File: src/sv/lmn_pkg.sv
package lmn_pkg;

   localparam int MAX_NODES  = 15;
   localparam int STAMP_BITS = 16;
   localparam int ID_LIMIT   = (MAX_NODES < 15) ? MAX_NODES : 15;
   localparam int MAP_BITS   = ID_LIMIT + 1;
   localparam int IDX_BITS   = (MAP_BITS > 1) ? $clog2(MAP_BITS) : 1;
   localparam int CNT_BITS   = 5;
   localparam logic [CNT_BITS-1:0] CNT_MAX = '1;

   localparam int QUEUE_DEPTH = 2;
   localparam int QPTR_BITS   = 1;

   // command codes
   localparam logic [2:0] CMD_RECEIVE = 3'd0;
   localparam logic [2:0] CMD_REQUEST = 3'd1;
   localparam logic [2:0] CMD_RELEASE = 3'd2;
   localparam logic [2:0] CMD_STARTED = 3'd3;
   localparam logic [2:0] CMD_DONE    = 3'd4;

   // message kinds, received and sent
   localparam logic [1:0] MSG_STARTED = 2'd0;
   localparam logic [1:0] MSG_REQUEST = 2'd1;
   localparam logic [1:0] MSG_REPLY   = 2'd2;
   localparam logic [1:0] MSG_DONE    = 2'd3;

   // configuration register indexes
   localparam logic REG_NODE_ID    = 1'b0;
   localparam logic REG_PEER_TOTAL = 1'b1;

   typedef logic [STAMP_BITS-1:0] stamp_type;
   typedef logic [CNT_BITS-1:0]   count_type;

   typedef enum logic [3:0] {
      OP_NOP,
      OP_RX_STARTED,
      OP_RX_REQUEST,
      OP_RX_DROP,
      OP_RX_REPLY,
      OP_RX_DONE,
      OP_REQUEST,
      OP_RELEASE,
      OP_STARTED,
      OP_DONE
   } op_code_type;

   typedef struct packed {
      op_code_type code;
      stamp_type   stamp;
      logic [3:0]  sender;
   } op_type;

   typedef struct packed {
      logic [3:0] node_id;
      logic [3:0] peer_total;
   } cfg_type;

   typedef struct packed {
      logic        send_valid;
      logic [1:0]  send_kind;
      logic        send_to_all;
      logic [3:0]  dest;
      logic [15:0] send_stamp;
      logic [15:0] clock_now;
      logic        all_started;
      logic        all_replied;
      logic        all_done;
      logic        last;
   } rsp_type;

   function automatic count_type sat_inc(input count_type c);
      return (c == CNT_MAX) ? c : count_type'(c + 1'b1);
   endfunction

endpackage

File: src/sv/lmn_req_if.sv
interface lmn_req_if;
   logic        valid;
   logic        ready;
   logic [2:0]  cmd;
   logic [1:0]  msg_type;
   logic [15:0] msg_stamp;
   logic [3:0]  sender;

   modport source(output valid, output cmd, output msg_type, output msg_stamp,
                  output sender, input ready);
   modport sink(input valid, input cmd, input msg_type, input msg_stamp,
                input sender, output ready);
endinterface

File: src/sv/lmn_rsp_if.sv
interface lmn_rsp_if;
   logic        valid;
   logic        ready;
   logic        send_valid;
   logic [1:0]  send_kind;
   logic        send_to_all;
   logic [3:0]  dest;
   logic [15:0] send_stamp;
   logic [15:0] clock_now;
   logic        all_started;
   logic        all_replied;
   logic        all_done;
   logic        last;

   modport source(output valid, output send_valid, output send_kind,
                  output send_to_all, output dest, output send_stamp,
                  output clock_now, output all_started, output all_replied,
                  output all_done, output last, input ready);
   modport sink(input valid, input send_valid, input send_kind,
                input send_to_all, input dest, input send_stamp,
                input clock_now, input all_started, input all_replied,
                input all_done, input last, output ready);
endinterface

File: src/sv/lmn_front.sv
module lmn_front (
   input  logic            clock,
   input  logic            reset,
   lmn_req_if.sink         req_chan,
   output logic            op_valid,
   output lmn_pkg::op_type op_data,
   input  logic            op_take
);
   import lmn_pkg::*;

   op_type                q_ff [QUEUE_DEPTH];
   logic [QPTR_BITS-1:0]  wr_ptr_ff, wr_ptr_in;
   logic [QPTR_BITS-1:0]  rd_ptr_ff, rd_ptr_in;
   logic [QPTR_BITS:0]    count_ff, count_in;
   op_type                dec;
   logic                  push;
   logic                  pop;

   // classify the incoming command
   always_comb begin
      dec.stamp  = stamp_type'(req_chan.msg_stamp);
      dec.sender = req_chan.sender;
      unique case (req_chan.cmd)
         CMD_RECEIVE: begin
            unique case (req_chan.msg_type)
               MSG_STARTED: dec.code = OP_RX_STARTED;
               MSG_REQUEST: dec.code = (int'(req_chan.sender) > ID_LIMIT) ?
                                       OP_RX_DROP : OP_RX_REQUEST;
               MSG_REPLY:   dec.code = OP_RX_REPLY;
               default:     dec.code = OP_RX_DONE;
            endcase
         end
         CMD_REQUEST: dec.code = OP_REQUEST;
         CMD_RELEASE: dec.code = OP_RELEASE;
         CMD_STARTED: dec.code = OP_STARTED;
         CMD_DONE:    dec.code = OP_DONE;
         default:     dec.code = OP_NOP;
      endcase
   end

   assign req_chan.ready = (count_ff != (QPTR_BITS+1)'(QUEUE_DEPTH));
   assign push           = req_chan.valid && req_chan.ready;
   assign op_valid       = (count_ff != '0);
   assign pop            = op_take && op_valid;
   assign op_data        = q_ff[rd_ptr_ff];

   always_comb begin
      wr_ptr_in = push ? QPTR_BITS'(wr_ptr_ff + 1'b1) : wr_ptr_ff;
      rd_ptr_in = pop  ? QPTR_BITS'(rd_ptr_ff + 1'b1) : rd_ptr_ff;
      count_in  = count_ff;
      if (push && !pop) begin
         count_in = count_ff + 1'b1;
      end else if (pop && !push) begin
         count_in = count_ff - 1'b1;
      end
   end

   always_ff @(posedge clock) begin
      if (reset) begin
         wr_ptr_ff <= '0;
         rd_ptr_ff <= '0;
         count_ff  <= '0;
      end else begin
         wr_ptr_ff <= wr_ptr_in;
         rd_ptr_ff <= rd_ptr_in;
         count_ff  <= count_in;
      end
   end

   always_ff @(posedge clock) begin
      if (push) begin
         q_ff[wr_ptr_ff] <= dec;
      end
   end

endmodule

File: src/sv/lmn_back.sv
module lmn_back (
   input  logic             clock,
   input  logic             reset,
   input  lmn_pkg::cfg_type cfg,
   input  logic             op_valid,
   input  lmn_pkg::op_type  op_data,
   output logic             op_take,
   lmn_rsp_if.source        rsp_chan
);
   import lmn_pkg::*;

   stamp_type             clk_ff, clk_in;
   stamp_type             own_ff, own_in;
   logic                  req_ff, req_in;
   logic [MAP_BITS-1:0]   map_ff, map_in;
   count_type             rep_ff, rep_in;
   count_type             sta_ff, sta_in;
   count_type             don_ff, don_in;
   logic                  walk_ff, walk_in;
   logic                  rsp_valid_ff;
   rsp_type               rsp_ff, rsp_in;

   logic                  slot_free;
   logic                  fire;
   logic                  snd;
   logic [1:0]            snd_kind;
   logic                  snd_all;
   logic [3:0]            snd_dest;
   logic                  snd_last;
   logic [IDX_BITS-1:0]   pick_idx;
   logic [MAP_BITS-1:0]   map_clr;
   stamp_type             raised;
   logic                  answer;

   // lowest deferred id goes first
   always_comb begin
      pick_idx = '0;
      for (int i = MAP_BITS - 1; i >= 0; i--) begin
         if (map_ff[i]) begin
            pick_idx = IDX_BITS'(i);
         end
      end
   end
   assign map_clr = map_ff & ~(MAP_BITS'(1) << pick_idx);

   assign raised = ((clk_ff < op_data.stamp) ? op_data.stamp : clk_ff) + 1'b1;
   assign answer = !req_ff || (op_data.stamp < own_ff) ||
                   ((op_data.stamp == own_ff) && (op_data.sender < cfg.node_id));

   assign slot_free = !rsp_valid_ff || rsp_chan.ready;

   always_comb begin
      clk_in   = clk_ff;
      own_in   = own_ff;
      req_in   = req_ff;
      map_in   = map_ff;
      rep_in   = rep_ff;
      sta_in   = sta_ff;
      don_in   = don_ff;
      walk_in  = walk_ff;
      op_take  = 1'b0;
      fire     = 1'b0;
      snd      = 1'b0;
      snd_kind = MSG_STARTED;
      snd_all  = 1'b0;
      snd_dest = '0;
      snd_last = 1'b1;

      if (slot_free) begin
         if (walk_ff) begin
            fire     = 1'b1;
            clk_in   = clk_ff + 1'b1;
            map_in   = map_clr;
            snd      = 1'b1;
            snd_kind = MSG_REPLY;
            snd_dest = 4'(pick_idx);
            snd_last = (map_clr == '0);
            walk_in  = (map_clr != '0);
         end else if (op_valid) begin
            op_take = 1'b1;
            fire    = 1'b1;
            unique case (op_data.code)
               OP_RX_STARTED: begin
                  clk_in = raised;
                  sta_in = sat_inc(sta_ff);
               end
               OP_RX_REQUEST: begin
                  if (answer) begin
                     clk_in   = raised + 1'b1;
                     snd      = 1'b1;
                     snd_kind = MSG_REPLY;
                     snd_dest = op_data.sender;
                  end else begin
                     clk_in = raised;
                     map_in = map_ff | (MAP_BITS'(1) << IDX_BITS'(op_data.sender));
                  end
               end
               OP_RX_DROP: clk_in = raised;
               OP_RX_REPLY: begin
                  clk_in = raised;
                  rep_in = sat_inc(rep_ff);
               end
               OP_RX_DONE: begin
                  clk_in = raised;
                  don_in = sat_inc(don_ff);
               end
               OP_REQUEST: begin
                  clk_in   = clk_ff + 1'b1;
                  own_in   = clk_ff + 1'b1;
                  req_in   = 1'b1;
                  rep_in   = count_type'(1);
                  snd      = 1'b1;
                  snd_kind = MSG_REQUEST;
                  snd_all  = 1'b1;
               end
               OP_RELEASE: begin
                  req_in = 1'b0;
                  // first deferred reply goes out now, the rest by walking
                  if (map_ff != '0) begin
                     clk_in   = clk_ff + 1'b1;
                     map_in   = map_clr;
                     snd      = 1'b1;
                     snd_kind = MSG_REPLY;
                     snd_dest = 4'(pick_idx);
                     snd_last = (map_clr == '0);
                     walk_in  = (map_clr != '0);
                  end
               end
               OP_STARTED: begin
                  sta_in   = sat_inc(sta_ff);
                  clk_in   = clk_ff + 1'b1;
                  snd      = 1'b1;
                  snd_kind = MSG_STARTED;
                  snd_all  = 1'b1;
               end
               OP_DONE: begin
                  don_in   = sat_inc(don_ff);
                  clk_in   = clk_ff + 1'b1;
                  snd      = 1'b1;
                  snd_kind = MSG_DONE;
                  snd_all  = 1'b1;
               end
               default: ;
            endcase
         end
      end
   end

   always_comb begin
      rsp_in.send_valid  = snd;
      rsp_in.send_kind   = snd ? snd_kind : 2'd0;
      rsp_in.send_to_all = snd && snd_all;
      rsp_in.dest        = (snd && !snd_all) ? snd_dest : 4'd0;
      rsp_in.send_stamp  = snd ? 16'(clk_in) : 16'd0;
      rsp_in.clock_now   = 16'(clk_in);
      rsp_in.all_started = (sta_in >= count_type'(cfg.peer_total));
      rsp_in.all_replied = (rep_in >= count_type'(cfg.peer_total));
      rsp_in.all_done    = (don_in >= count_type'(cfg.peer_total));
      rsp_in.last        = snd_last;
   end

   always_ff @(posedge clock) begin
      if (reset) begin
         clk_ff       <= '0;
         own_ff       <= '0;
         req_ff       <= 1'b0;
         map_ff       <= '0;
         rep_ff       <= '0;
         sta_ff       <= '0;
         don_ff       <= '0;
         walk_ff      <= 1'b0;
         rsp_valid_ff <= 1'b0;
      end else begin
         clk_ff  <= clk_in;
         own_ff  <= own_in;
         req_ff  <= req_in;
         map_ff  <= map_in;
         rep_ff  <= rep_in;
         sta_ff  <= sta_in;
         don_ff  <= don_in;
         walk_ff <= walk_in;
         if (fire) begin
            rsp_valid_ff <= 1'b1;
         end else if (rsp_chan.ready) begin
            rsp_valid_ff <= 1'b0;
         end
      end
   end

   always_ff @(posedge clock) begin
      if (fire) begin
         rsp_ff <= rsp_in;
      end
   end

   assign rsp_chan.valid       = rsp_valid_ff;
   assign rsp_chan.send_valid  = rsp_ff.send_valid;
   assign rsp_chan.send_kind   = rsp_ff.send_kind;
   assign rsp_chan.send_to_all = rsp_ff.send_to_all;
   assign rsp_chan.dest        = rsp_ff.dest;
   assign rsp_chan.send_stamp  = rsp_ff.send_stamp;
   assign rsp_chan.clock_now   = rsp_ff.clock_now;
   assign rsp_chan.all_started = rsp_ff.all_started;
   assign rsp_chan.all_replied = rsp_ff.all_replied;
   assign rsp_chan.all_done    = rsp_ff.all_done;
   assign rsp_chan.last        = rsp_ff.last;

endmodule

File: src/sv/lamport_mutex_node.sv
// Path: a command is written into the queue when it transfers, then its result goes into
//   the output register of the executing stage.
// Throughput: one command per cycle while the receiver takes results; a release with k
//   deferred peers holds the executing stage for k replies, one per cycle off the bitmap.
// Reset: synchronous, active high; clears clock, counters, deferred bitmap and queue,
//   and sets node_id and peer_total to 1. No clearing pass afterward.
module lamport_mutex_node (
   input  logic       clock,
   input  logic       reset,
   lmn_req_if.sink    req_chan,
   lmn_rsp_if.source  rsp_chan,
   input  logic       csr_we,
   input  logic       csr_index,
   input  logic [3:0] csr_wdata
);
   import lmn_pkg::*;

   logic [3:0] node_id_ff;
   logic [3:0] peer_total_ff;
   cfg_type    cfg;
   logic       op_valid;
   op_type     op_data;
   logic       op_take;

   // Config regs: the user must write them only while the node is quiet (the block
   // does not enforce it), so the back end reads them directly without any shadowing.
   always_ff @(posedge clock) begin
      if (reset) begin
         node_id_ff    <= 4'd1;
         peer_total_ff <= 4'd1;
      end else if (csr_we) begin
         unique case (csr_index)
            REG_NODE_ID:    node_id_ff    <= csr_wdata;
            REG_PEER_TOTAL: peer_total_ff <= csr_wdata;
            default: ;
         endcase
      end
   end

   assign cfg.node_id    = node_id_ff;
   assign cfg.peer_total = peer_total_ff;

   // Front: takes each transfer, turns cmd/msg_type into one op code
   // (out-of-range request senders are tagged as drops here), and queues it.
   lmn_front u_front (
      .clock    (clock),
      .reset    (reset),
      .req_chan (req_chan),
      .op_valid (op_valid),
      .op_data  (op_data),
      .op_take  (op_take)
   );

   // Back: holds the Lamport clock, request stamp, deferred bitmap and the
   // saturating counters; runs one op (or one release reply) per cycle into
   // its output register, and only pulls from the queue when that register
   // frees up and no release walk is pending.
   lmn_back u_back (
      .clock    (clock),
      .reset    (reset),
      .cfg      (cfg),
      .op_valid (op_valid),
      .op_data  (op_data),
      .op_take  (op_take),
      .rsp_chan (rsp_chan)
   );

endmodule

File: src/flat_wrapper.sv
// flat-port wrapper written by rule: the top's interface ports become plain ports
module lamport_mutex_node_flat import lmn_pkg::*;
  (clock, reset, csr_we, csr_index, csr_wdata, req_chan_valid, req_chan_cmd, req_chan_msg_type, req_chan_msg_stamp, req_chan_sender, req_chan_ready, rsp_chan_valid, rsp_chan_send_valid, rsp_chan_send_kind, rsp_chan_send_to_all, rsp_chan_dest, rsp_chan_send_stamp, rsp_chan_clock_now, rsp_chan_all_started, rsp_chan_all_replied, rsp_chan_all_done, rsp_chan_last, rsp_chan_ready);
  lmn_req_if req_chan_i ();
  lmn_rsp_if rsp_chan_i ();
  input  logic clock;
  input  logic reset;
  input  logic csr_we;
  input  logic csr_index;
  input  logic [3:0] csr_wdata;
  input wire logic [$bits(req_chan_i.valid)-1:0] req_chan_valid;
  input wire logic [$bits(req_chan_i.cmd)-1:0] req_chan_cmd;
  input wire logic [$bits(req_chan_i.msg_type)-1:0] req_chan_msg_type;
  input wire logic [$bits(req_chan_i.msg_stamp)-1:0] req_chan_msg_stamp;
  input wire logic [$bits(req_chan_i.sender)-1:0] req_chan_sender;
  output wire logic [$bits(req_chan_i.ready)-1:0] req_chan_ready;
  output wire logic [$bits(rsp_chan_i.valid)-1:0] rsp_chan_valid;
  output wire logic [$bits(rsp_chan_i.send_valid)-1:0] rsp_chan_send_valid;
  output wire logic [$bits(rsp_chan_i.send_kind)-1:0] rsp_chan_send_kind;
  output wire logic [$bits(rsp_chan_i.send_to_all)-1:0] rsp_chan_send_to_all;
  output wire logic [$bits(rsp_chan_i.dest)-1:0] rsp_chan_dest;
  output wire logic [$bits(rsp_chan_i.send_stamp)-1:0] rsp_chan_send_stamp;
  output wire logic [$bits(rsp_chan_i.clock_now)-1:0] rsp_chan_clock_now;
  output wire logic [$bits(rsp_chan_i.all_started)-1:0] rsp_chan_all_started;
  output wire logic [$bits(rsp_chan_i.all_replied)-1:0] rsp_chan_all_replied;
  output wire logic [$bits(rsp_chan_i.all_done)-1:0] rsp_chan_all_done;
  output wire logic [$bits(rsp_chan_i.last)-1:0] rsp_chan_last;
  input wire logic [$bits(rsp_chan_i.ready)-1:0] rsp_chan_ready;
  assign req_chan_i.valid = req_chan_valid;
  assign req_chan_i.cmd = req_chan_cmd;
  assign req_chan_i.msg_type = req_chan_msg_type;
  assign req_chan_i.msg_stamp = req_chan_msg_stamp;
  assign req_chan_i.sender = req_chan_sender;
  assign req_chan_ready = req_chan_i.ready;
  assign rsp_chan_valid = rsp_chan_i.valid;
  assign rsp_chan_send_valid = rsp_chan_i.send_valid;
  assign rsp_chan_send_kind = rsp_chan_i.send_kind;
  assign rsp_chan_send_to_all = rsp_chan_i.send_to_all;
  assign rsp_chan_dest = rsp_chan_i.dest;
  assign rsp_chan_send_stamp = rsp_chan_i.send_stamp;
  assign rsp_chan_clock_now = rsp_chan_i.clock_now;
  assign rsp_chan_all_started = rsp_chan_i.all_started;
  assign rsp_chan_all_replied = rsp_chan_i.all_replied;
  assign rsp_chan_all_done = rsp_chan_i.all_done;
  assign rsp_chan_last = rsp_chan_i.last;
  assign rsp_chan_i.ready = rsp_chan_ready;
  lamport_mutex_node u_core (.clock(clock), .reset(reset), .req_chan(req_chan_i), .rsp_chan(rsp_chan_i), .csr_we(csr_we), .csr_index(csr_index), .csr_wdata(csr_wdata));
endmodule
File: config.mk
export PLATFORM = sky130hd
export DESIGN_NAME = lamport_mutex_node_flat
export DESIGN_NICKNAME = d
export VERILOG_FILES = /design/src/sv/lmn_pkg.sv /design/src/sv/lmn_req_if.sv /design/src/sv/lmn_rsp_if.sv /design/src/sv/lmn_front.sv /design/src/sv/lmn_back.sv /design/src/sv/lamport_mutex_node.sv /design/src/flat_wrapper.sv
export SDC_FILE = /design/constraint.sdc
export NUM_CORES = 1
export LEC_CHECK = 0
export BUFFER_PORTS_ARGS = -buffer_cell sky130_fd_sc_hd__buf_2
export CORE_UTILIZATION = 45
export CTS_BUF_LIST = sky130_fd_sc_hd__clkbuf_8
export CTS_CLUSTER_DIAMETER = 30
export DETAILED_ROUTE_END_ITERATION = 12
export MAX_ROUTING_LAYER = met4
export PLACE_DENSITY = 0.66
export REMOVE_ABC_BUFFERS = 1
export SYNTH_ARGS = -nofsm -noshare
export SYNTH_HDL_FRONTEND = slang
export SYNTH_SLANG_ARGS = --single-unit
export TNS_END_PERCENT = 20
File: constraint.sdc
create_clock -name clock -period 9.9 [get_ports clock]
set_input_delay 1.98 -clock clock [delete_from_list [all_inputs] [get_ports clock]]
set_output_delay 1.98 -clock clock [all_outputs]
set_load 0.005 [all_outputs]
Word level (Yosys, flattened, before mapping)
Memories as Yosys holds them, arrays and structs flattened. A register that Yosys moved wholly into a read port is not among the register bits.
Index checks and enable logic that the tools add are counted.
Widths: inputs -> output; s select.
{ "word_totals": {"reg_bits": 122, "ramBits": 48, "input_bits": 35, "out_inout_bits": 46, "mem_count": 1} }
{ "classes": {"n_addsub": 10, "magnitude_cmp": 6, "eq_ne": 22, "n_shift": 2, "mux": 87, "n_bitwise": 8, "n_reduce_logical": 38} }
{ "memory_table": {"columns": ["memory", "depth", "word_bits", "read_ports", "rd_clocked_by_memory_dff", "wr", "line", "rtl"], "rows": [
  ["u_core.u_front.q_ff", 2, 24, 1, 1, 1, "lmn_front.sv:11", "op_type q_ff [QUEUE_DEPTH];"]
]} }
{ "ops": {"columns": ["operator", "count"], "rows": [
  ["$mux 16", 10],
  ["$mux 4", 20],
  ["$mux 5", 14],
  ["$pmux 16 s4", 1],
  ["$add 16x1->16 const B", 3],
  ["$lt 16x16->1", 2],
  ["$pmux 16 s2", 1],
  ["$reduce_bool 16->1", 2],
  ["$shl 1x4->16 const A", 2],
  ["$mux 1", 28],
  ["$pmux 4 s5", 1],
  ["$and 16x16->16", 1],
  ["$eq 16x16->1", 1],
  ["$eq 4x3->1 const B", 4],
  ["$logic_not 16->1", 1],
  ["$not 16->16", 1],
  ["$or 16x16->16", 1],
  ["$add 5x1->5 const B", 3],
  ["$eq 5x5->1 const B", 3],
  ["$ge 5x4->1", 3],
  ["$mux 2", 6],
  ["$pmux 5 s2", 1],
  ["$reduce_bool 2->1", 5],
  ["$pmux 3 s3", 1],
  ["31 further kinds", 58]
]} }

Logic depth before layout (Yosys ltp)
{ "depth": {"ltp_word": 24, "mapped_depth": 24, "depth_no_buf": 18} }

Cells and area by module
From an unflattened synthesis, not the netlist that was laid out.
{ "unflattened": {"hier_cells": 1237, "hier_area_um2": 10934.2} }
{ "modules_own_cells": {"columns": ["module", "n_inst", "cells_per_inst", "area_each_um2", "seq_area_each_um2"], "rows": [
  ["lmn_back", 1, 1090, 8534.4, 2642.5],
  ["lmn_front", 1, 114, 2053.2, 1541.5],
  ["lamport_mutex_node", 1, 33, 346.6, 160.2]
]} }

Worst setup path after synthesis
No wires, ideal clock.
{ "synth_timing": {"path_type": "input to register", "start": "input rsp_chan_ready", "end": "register u_core.u_back.rsp_ff, in the netlist u_core.u_back.rsp_chan.last, data pin", "setup_time_ns": 0.256, "arrival_time_ns": 5.629, "required_time_ns": 9.644, "slack_ns": 4.015, "path_stages": 7, "n_path_buf": 3, "cell_sequence": "nor2b_1 > clkbuf_1 > a21oi_1 > o21ai_0 > clkbuf_1 > clkbuf_1 > a31o_2"} }
{ "synth_between": {"elab_chain_cells": 1} }
{ "synth_rtl": {"columns": ["element", "line", "rtl"], "rows": [
  ["from (decl)", "flat_wrapper.sv:28", "input wire logic [$bits(rsp_chan_i.ready)-1:0] rsp_chan_ready;"],
  ["$logic_or 1x1->1", "lmn_back.sv:50", "assign slot_free = !rsp_valid_ff || rsp_chan.ready;"],
  ["to (signal assigned)", "lmn_back.sv:192", "rsp_ff <= rsp_in;"],
  ["to (decl)", "lmn_back.sv:21", "rsp_type rsp_ff, rsp_in;"]
]} }
No other way between the ends.
A chain may end at the register's enable or synchronous reset.

==> flow_summary_export.csv <==
group,metric,value,unit
cts,cts.path.max_buffers,2,
finish,ff_latch_area,4340,sq um
timing,fin_tns_setup,0,ps
detailed_routing,drt-wirelength-per-cell,19.5,um
critical_path,required,10130,ps
power_and_ir_drop,powerDensity,271,nW/um^2
grt,grt_pass1_vias,8803,
power_and_ir_drop,leakage,4.39,nW
logic_synthesis,synth_area_per_cell,9.27,sq um
grt,grt_max_degree,81,
logic_synthesis,synthTopCellsByCount,"nor2_1, edfxtp_1, a21oi_1",
finish,fin_util,51.0,%
logic_synthesis,ys_warn_count,0,
die,num_io_pins,81,
detailed_routing,drt_pre_antenna_iters,8,
cts,clk_pin_slew,110,ps
finish,fin_nets,1299,
finish,multiInputGateArea,5840,sq um
critical_path,end_kind,"flip-flop",
critical_path,crit_type,"flip-flop to flip-flop",
logic_synthesis,async_reset_ff_share,0,%
logic_synthesis,synth.most_common_cell,"nor2_1",
timing,drv_slew,0,
critical_path,arrival,6300,ps
placement,hpwl,22000,um
finish,finalNonFillerCells,1534,
timing,rsz0062_at_grt,"no",
logic_synthesis,synth_cells,1145,
run_status,outcome,"completed",
die,start_util,46.3,%
min_path,hp-start,"u_core.peer_total_ff[3]$_SDFFE_PP0P_",
die,dieHeight,156,um
grt,grt_pass1_wl,47400,um
cts,postCtsSetupBuffers,0,
placement,dp_cells,1501,
critical_path,worstPathMaxFanout,36,
cts,cts_hold_buffers,0,
logic_synthesis,ys_types,93,
job,maxCapViolations,0,
detailed_routing,drt-total-wl,29800,um
die,core-area,22900,sq um
timing,setup-violations-final,0,
min_path,worstHoldPathCells,2,
timing,min_period_over_period,61.3,%
timing,worstMarginPinSlew,990,ps
logic_synthesis,ys.flop_type,"edfxtp_1",
detailed_routing,drt_iter0_drc,888,
timing,hold_viol_final,0,
critical_path,startpoint_type,"flip-flop",
logic_synthesis,synth.area.top_cells,"edfxtp_1, dfxtp_1, ha_1, nor2_1, a21oi_1",
detailed_routing,vias,9242,
grt,track_usage,26.0,%
power_and_ir_drop,total_power,3.17,mW
placement,gp_congestion,1.01,
power_and_ir_drop,vdd_ir_drop_max,0.000108,V
cts,cts_root_buf,"clkbuf_8",
detailed_routing,via_per_inst,6.02,
cts,cts_tree,"yes",
grt,antenna_found_initial,1,
cts,insertion_delay,480,ps
critical_path,reg2reg_depth,18,
cts,post_cts_resized,0,
min_path,hp-class,"flip-flop to flip-flop",
finish,fillCellCount,2162,
timing,slew_headroom,33.8,%
logic_synthesis,yosysTopAreaCellShare,26.0,%
timing,max_freq,165,MHz
logic_synthesis,synth-edff-count,92,
cts,cts_buffers,17,
logic_synthesis,synth-seq-area-share,40.9,%
die,num_rows,55,
die,die-area,24200,sq um
die,die_w,156,um
timing,clock-skew-final,19.5,ps
finish,drive_gt1_share,15.5,%
finish,syn_to_final_growth,10.1,%
min_path,hold_path_end,"u_core.peer_total_ff[3]$_SDFFE_PP0P_",
detailed_routing,remaining_drc_errors,0,
logic_synthesis,synth_area,10600,sq um
logic_synthesis,ys_ff_latch,171,
timing,fin_hold_ws,464,ps
detailed_routing,drtAntennaViolNets,0,
logic_synthesis,synth_top_area_cell,"edfxtp_1",
cts,clkSinkCount,171,
timing,period_needed,6070,ps
grt,grt-ovfl-total,0,
cts,htree_levels,4,
placement,port_buffers,80,
critical_path,reg2reg_to,"u_core.u_back.rsp_chan.clock_now[15]$_DFFE_PP_",
critical_path,r2r_slack,3830,ps
==> cells in the final DEF (no fill, tap or decap), types with 13 or more instances in the layout <==
cell type / count
mux2i_1: 20
nor2b_1: 24
inv_1: 57
mux2_2: 22
nand3_1: 35
a211oi_1: 33
o21ai_0: 48
nor2_1: 122
and3_1: 13
buf_2: 80
a31oi_1: 14
xor2_1: 18
a21o_1: 15
edfxtp_1: 92
xnor2_1: 20
dfxtp_1: 79
nand4_1: 20
buf_4: 16
clkbuf_8: 17
nand2b_1: 15
nand2_1: 84
ha_1: 57
nor3_1: 28
a21oi_1: 89
==> report_power, final <==
group / switching [mW] / internal (mW) / total (mW)
sequential: 0.113 / 0.953 / 1.07
combinational: 1.04 / 0.581 / 1.62
clock: 0.297 / 0.188 / 0.485
total: 1.45 / 1.72 / 3.17
==> cell families after synthesis <==
family / count (synthesis) / synth area share [%]
AO/OA/AOI/OAI: 328 / 22.2
XOR/XNOR: 38 / 3.13
adder cells (fa/ha/maj): 57 / 6.72
buffers and inverters: 109 / 4.32
flip-flops: 171 / 40.9
multiplexers: 43 / 4.36
AND/OR/NAND/NOR: 399 / 18.4
==> area by class of cell <==
class	instances	area share (%)
Antenna cell	1	0.0214
Clock buffer	17	2.00
Clock inverter	15	1.31
Inverter	56	1.80
Multi-Input combinational cell	865	49.9
Sequential cell	171	37.2
Tap cell	313	3.35
Timing Repair Buffer	96	4.45
==> per-layer routing <==
metal	global-route usage (%)	routed length, um	up-vias
met5	-	0	-
met4	11.1	992	0
met3	4.22	1810	75
met2	41.3	13900	339
met1	32.8	13200	4415
li1	-	-	4413
==> critical path: stages, from the launching register on <==
cell and delay [ps]:
dfxtp_1 320, buf_4 400, nor2b_1 120, a21oi_1 390
ha_1 320, and2_1 140, a221o_1 340, a221o_1 560
nor2_4 530, mux2_2 440, ha_1 290, o31ai_4 130
nor2_4 120, a211o_1 320, a32oi_2 350, nand4bb_1 220
or3_1 440, a31oi_1 270, nand2_1 80
==> flip-flops by register name (all words and copies together), names as in the netlist, 2 cells and up, named ones only <==
name / count
u_core.u_back.clk_ff: 16
u_core.u_back.rsp_chan.send_kind: 2
u_core.peer_total_ff: 4
u_core.u_back.don_ff: 5
u_core.u_back.rsp_chan.send_stamp: 16
u_core.u_front.count_ff: 2
u_core.u_back.sta_ff: 5
u_core.u_back.rsp_chan.clock_now: 16
u_core.u_back.map_ff: 16
u_core.u_back.rep_ff: 5
u_core.u_back.own_ff: 16
u_core.u_front.q_ff: 48
u_core.u_back.rsp_chan.dest: 4
u_core.node_id_ff: 4
==> metrics by stage <==
step / setup slack (ps) / instance area, sq um
6_report: 3830 / 11700
5_1_grt: 3440 / 11700
4_1_cts: 3910 / 11700
3_5_place_dp: 3890 / 11300
3_3_place_gp: 4010 / 11300
2_1_floorplan: 2940 / 10400
==> worst max-delay path by stage <==
stage,startpoint,endpoint,slack [ps],cells after the start
floorplan,rsp_chan_ready,u_core.u_back.map_ff[11]$_SDFFE_PP0P_,2940,8
global placement,rsp_chan_ready,u_core.u_back.rsp_chan.all_done$_DFFE_PP_,4010,15
detailed placement,rsp_chan_ready,u_core.u_back.rsp_chan.all_done$_DFFE_PP_,3890,15
CTS,flip-flop,u_core.u_back.rsp_chan.send_stamp[15]$_SDFFCE_PN0P_,3910,18
global route,flip-flop,u_core.u_back.rsp_chan.clock_now[15]$_DFFE_PP_,3440,18
finish,flip-flop,u_core.u_back.rsp_chan.clock_now[15]$_DFFE_PP_,3830,18
Power figures use the tool's default switching activity.
